<file path="config.mk">
export PLATFORM = sky130hd
export DESIGN_NAME = mlta_ctrl
export DESIGN_NICKNAME = d
export VERILOG_FILES = /design/src/hw/rtl/mlta_pkg.sv /design/src/hw/rtl/mlta_ctrl.sv
export VERILOG_INCLUDE_DIRS = /design/src /design/src/hw/rtl
export SDC_FILE = /design/constraint.sdc
export NUM_CORES = 1
export LEC_CHECK = 0
export ABC_CLOCK_PERIOD_IN_PS = 2000
export BUFFER_PORTS_ARGS = -buffer_cell sky130_fd_sc_hd__buf_2
export CORE_AREA = 2 2 39 41
export CTS_BUF_LIST = sky130_fd_sc_hd__clkbuf_4
export DETAILED_ROUTE_END_ITERATION = 16
export DIE_AREA = 0 0 41 43
export GPL_TIMING_DRIVEN = 0
export PLACE_DENSITY = 0.39
export SYNTH_ARGS = -nofsm -noshare
export SYNTH_HDL_FRONTEND = slang
export SYNTH_SLANG_ARGS = --single-unit
</file>
<file path="constraint.sdc">
create_clock -name clk -period 2 [get_ports clk]
set_clock_uncertainty 0.2 [all_clocks]
set_input_delay 0.5 -clock clk [delete_from_list [all_inputs] [get_ports clk]]
set_output_delay 0.5 -clock clk [all_outputs]
set_load 0.005 [all_outputs]
</file>
<file path="src/hw/rtl/mac_learning_table_with_aging_unit_defines.svh">
// Assertion macros shared by the address table RTL.
`ifndef MAC_LEARNING_TABLE_WITH_AGING_UNIT_DEFINES_SVH
`define MAC_LEARNING_TABLE_WITH_AGING_UNIT_DEFINES_SVH

// Same-cycle implication, sampled on clk, off while rst_n is low.
`define MLTA_ASSERT_IMP(lbl, ante, cons) \
  lbl: assert property (@(posedge clk) disable iff (!rst_n) (ante) |-> (cons)) \
    else $error("implication check failed");

// Next-cycle implication, sampled on clk, off while rst_n is low.
`define MLTA_ASSERT_NXT(lbl, ante, cons) \
  lbl: assert property (@(posedge clk) disable iff (!rst_n) (ante) |=> (cons)) \
    else $error("next-cycle check failed");

`endif

</file>
<file path="src/hw/rtl/mlta_pkg.sv">
// Shared types and constants for the address table with aging.
`default_nettype none

package mlta_pkg;

  localparam int unsigned TABLE_DEPTH_DEF = 64;
  localparam logic [15:0] MAX_AGE_RST     = 16'd300;
  localparam logic [6:0]  COUNT_MAX       = 7'd127;

  typedef enum logic [1:0] {
    KIND_LEARN  = 2'd0,
    KIND_LOOKUP = 2'd1,
    KIND_TICK   = 2'd2,
    KIND_SWEEP  = 2'd3
  } kind_t;

  typedef enum logic [2:0] {
    ST_CLEAR,
    ST_IDLE,
    ST_SCAN,
    ST_TAIL,
    ST_COMMIT,
    ST_FINISH
  } state_t;

  // Controller to datapath.
  typedef struct packed {
    logic clr_step;
    logic accept;
    logic tick;
    logic scan_rd;
    logic commit;
    logic load_out;
  } dp_cmd_t;

  // Datapath to controller.
  typedef struct packed {
    logic addr_last;
    logic out_free;
  } dp_sts_t;

endpackage

`default_nettype wire

</file>
<file path="src/hw/rtl/mlta_ctrl.sv">
// Sequencer for clearing, scanning, committing and answering items.
`default_nettype none

`include "mac_learning_table_with_aging_unit_defines.svh"

module mlta_ctrl
  import mlta_pkg::*;
(
  input  wire logic       clk,
  input  wire logic       rst_n,
  input  wire logic       in_valid,
  input  wire logic [1:0] in_kind,
  output logic            in_ready,
  output dp_cmd_t         cmd,
  input  wire dp_sts_t    sts
);

  state_t state_r, state_nxt;

  always_ff @(posedge clk) begin
    if (!rst_n) begin
      state_r <= ST_CLEAR;
    end else begin
      state_r <= state_nxt;
    end
  end

  always_comb begin
    state_nxt = state_r;
    cmd       = '0;
    in_ready  = 1'b0;
    unique case (state_r)
      ST_CLEAR: begin
        cmd.clr_step = 1'b1;
        if (sts.addr_last) begin
          state_nxt = ST_IDLE;
        end
      end
      ST_IDLE: begin
        in_ready = 1'b1;
        if (in_valid) begin
          cmd.accept = 1'b1;
          if (kind_t'(in_kind) == KIND_TICK) begin
            cmd.tick  = 1'b1;
            state_nxt = ST_FINISH;
          end else begin
            state_nxt = ST_SCAN;
          end
        end
      end
      ST_SCAN: begin
        cmd.scan_rd = 1'b1;
        if (sts.addr_last) begin
          state_nxt = ST_TAIL;
        end
      end
      ST_TAIL: begin
        state_nxt = ST_COMMIT;
      end
      ST_COMMIT: begin
        cmd.commit = 1'b1;
        state_nxt  = ST_FINISH;
      end
      ST_FINISH: begin
        if (sts.out_free) begin
          cmd.load_out = 1'b1;
          state_nxt    = ST_IDLE;
        end
      end
      default: begin
        state_nxt = ST_CLEAR;
      end
    endcase
  end

  `MLTA_ASSERT_IMP(a_load_when_free, cmd.load_out, sts.out_free)
  `MLTA_ASSERT_NXT(a_scan_after_accept, cmd.accept && !cmd.tick, state_r == ST_SCAN)
  `MLTA_ASSERT_IMP(a_tail_after_last, state_r == ST_TAIL, $past(sts.addr_last))

endmodule

`default_nettype wire

</file>
==> impl_metrics.csv <==
group,metric,value,unit
setup_path,worstSetupPathType,"reg2out",
cts,post-cts-setup-buffers,0,
synth,synth_edf_count,0,
timing,drv_slew,0,
cts,root_buffer,"clkbuf_4",
setup_path,r2r_start,"state_r[1]$_SDFFE_PN0P_",
setup_path,endpoint,"cmd[3]",
drt,wl_met1,273,um
finish,reg.largest.list,"state_r x3",
run,cap_viol_max_count,0,
cts,cts_resized,0,
global_route,track_usage,0.0702,
synth,avgSynthCellArea,7.90,um^2
power,power.leakage,0.000164,uW
synth,ys_warn_count,0,
global_route,grt_pass1_wl,821,um
setup_path,worst_path_most_repeated_cell,"buf_2",
place,place_inst,58,
timing,finalCritPeriodShare,0.962,
run_status,status,"finished clean",
synth,ys.flop_type,"dfxtp_1",
setup_path,ff2ff_path_depth,3,
timing,tns,0,ns
cts,clkTransAtPathRegs,0.04,ns
place,dp_hpwl,411,um
finish,final_cells,62,
synth,synth_top_area_frac,0.262,
setup_path,cp.required,1.30,ns
setup_path,critical_path.max_stage_delay,0.29,ns
timing,rsz0062_at_grt,"false",
place,gp_congestion,0.674,
synth,ys_ff_latch,3,
drt,routedWlPerCell,9.23,um
finish,regMostFlops,"state_r",
synth,synthTopCellsByArea,"dfxtp_1 (26%), nor2b_1 (8.2%), nand3b_1 (6.6%)",
timing,finalHoldViolations,0,
power,pwr-share-clk,0.449,
place,dp_slack,0.221,ns
drt,vias,257,
timing,worst_slack,0.0754,ns
drt,drc_errors,0,
setup_path,ff2ff_setup_slack,0.55,ns
drt,wl_met2,244,um
floorplan,die_area,0.00176,mm^2
floorplan,die_h,43,um
drt,first_iter_violations,2,
finish,finalInstanceArea,344,um^2
synth,synth_area,229,um^2
synth,ys_seq_area_frac,0.262,
drt,met3WireLength,41,um
timing,clock.fmax,0.520,GHz
power,combPwrFrac,0.290,
power,intPower,196,uW
drt,highest_layer,"met4",
floorplan,placementRows,14,
floorplan,start_util,0.165,
cts,cts_tree,"built",
timing,setup_viol,0,
setup_path,startpoint_type,"flip-flop",
finish,syn_to_final_growth,50.3,%
cts,worst_skew_pair.late_latency,0.23,ns
synth,syn_nets,36,
drt,wl,572,um
power,pwr_density_cell,789,mW/mm^2
power,netSwitchingPower,75.6,uW
synth,synth_area_leader_cell,"dfxtp_1",
hold_path,min_path_type,"in2reg",
place,io_buffers,13,
drt,ant_nets,0,
global_route,grt_pass1_vias,211,
timing,tightest_slew,0.241,ns
cts,cts_buffers,3,
drt,routed_via_density,4.15,
drt,drt_first_pass_iters,2,
power,p_sw_frac,0.278,
finish,nets,54,
synth,syn_inst,29,
cts,htree_levels,1,
timing,timing.slew.headroom,0.837,
global_route,grt_max_degree,11,
cts,clock_sinks,3,
finish,drive_gt1_frac,0.478,
synth,async_flop_share,0,
finish,antenna_cells,0,
cts,hold_buffers,0,
synth,synth_cell_types,20,
power,peakVddDrop,0.000156,V
setup_path,path_cells,"buf_2, and4bb_2, and2_1, buf_2",
synth,yosys-top-cells-count,"dfxtp_1 (3), nor2_1 (3), nor2b_1 (3)",
timing,fin_crit,1.92,ns
place,place_area,314,um^2
setup_path,cp.arrival,1.22,ns
setup_path,r2r-end,"state_r[0]$_SDFFE_PN0P_",
finish,largest_reg_flops,3,
floorplan,ios,14,
setup_path,path_max_fanout,10,
setup_path,cp-end-kind,"primary output",
floorplan,die_w,41,um
global_route,antenna_found_initial,0,
power,p_seq_frac,0.262,
global_route,grt_overflow,0,
floorplan,core_area,0.00138,mm^2
cts,clock_path_buffers,2,
setup_path,crit_slowest_cell,"dfxtp_1",
setup_path,critPathLaunch,"state_r[2]$_SDFFE_PN0P_",
[power groups by stage]
stage                     clock (uW)  combinational, uW  sequential, uW
final                            122               78.6            71.1
after floorplan                    0               52.2            70.8
after CTS                        125               79.7            71.2
after global placement             0               80.0            72.4
after detailed placement           0               79.2            72.2
after global routing             127               87.4            71.9
[worst max-delay path: cells and delay by family, from the launching register on]
kind	cells	cell delay (ns)
buffers and inverters	2	0.30
DFF	1	0.29
and+or+nand+nor	2	0.40
[worst min-delay path by stage]
stage                                 start                 endpoint  slack [ns]  depth (start not counted)
floorplan           state_r[1]$_SDFFE_PN0P_  state_r[2]$_SDFFE_PN0P_        0.34                          2
global placement    state_r[1]$_SDFFE_PN0P_  state_r[2]$_SDFFE_PN0P_        0.41                          2
detailed placement  state_r[1]$_SDFFE_PN0P_  state_r[2]$_SDFFE_PN0P_        0.40                          2
CTS                                   rst_n  state_r[1]$_SDFFE_PN0P_        0.30                          2
global route                          rst_n  state_r[1]$_SDFFE_PN0P_        0.31                          2
finish                                rst_n  state_r[1]$_SDFFE_PN0P_        0.31                          2
[routing by layer]
| layer | global-route usage | up-vias |
|---|---|---|
| met3 | 0 | 2 |
| met2 | 0.0813 | 10 |
| met4 | 0.0800 | 0 |
| li1 | - | 136 |
| met1 | 0.103 | 109 |
| met5 | 0 | - |
[logic make-up (layout without fill, tap and decap cells)]
| family | count (synthesis) | after routing | synth area share |
|---|---|---|---|
| compound gates | 4 | 4 | 0.120 |
| simple gates | 19 | 19 | 0.546 |
| flops | 3 | 3 | 0.262 |
| buf+inv | 3 | 20 | 0.0710 |
[cell usage in the layout, fill, tap and decap left out, types with 2 or more instances in the layout]
cell type / Yosys / routed
buf_2: 1 / 14
clkbuf_4: 0 / 4
dfxtp_1: 3 / 3
nand2_1: 2 / 2
nand3_1: 2 / 2
nand3b_1: 2 / 2
nor2_1: 3 / 3
nor2b_1: 3 / 3
[area by class of cell]
class / instances / area, um^2
Tap cell: 16 / 20.0
Sequential cell: 3 / 60.1
Fill cell: 158 / 1040
Inverter: 1 / 3.75
Buffer: 2 / 12.5
Timing Repair Buffer: 13 / 65.1
Multi-Input combinational cell: 23 / 153
Clock buffer: 4 / 30.0
[stage by stage]
stage / hold slack (ns) / total power, uW / utilization
6_report: 0.307 / 271 / 0.249
5_1_grt: 0.310 / 286 / 0.249
4_1_cts: 0.302 / 276 / 0.249
3_5_place_dp: 0.405 / 151 / 0.227
3_3_place_gp: 0.406 / 152 / 0.227
2_1_floorplan: 0.337 / 123 / -
Note: power is estimated with default switching activity, not from simulation.
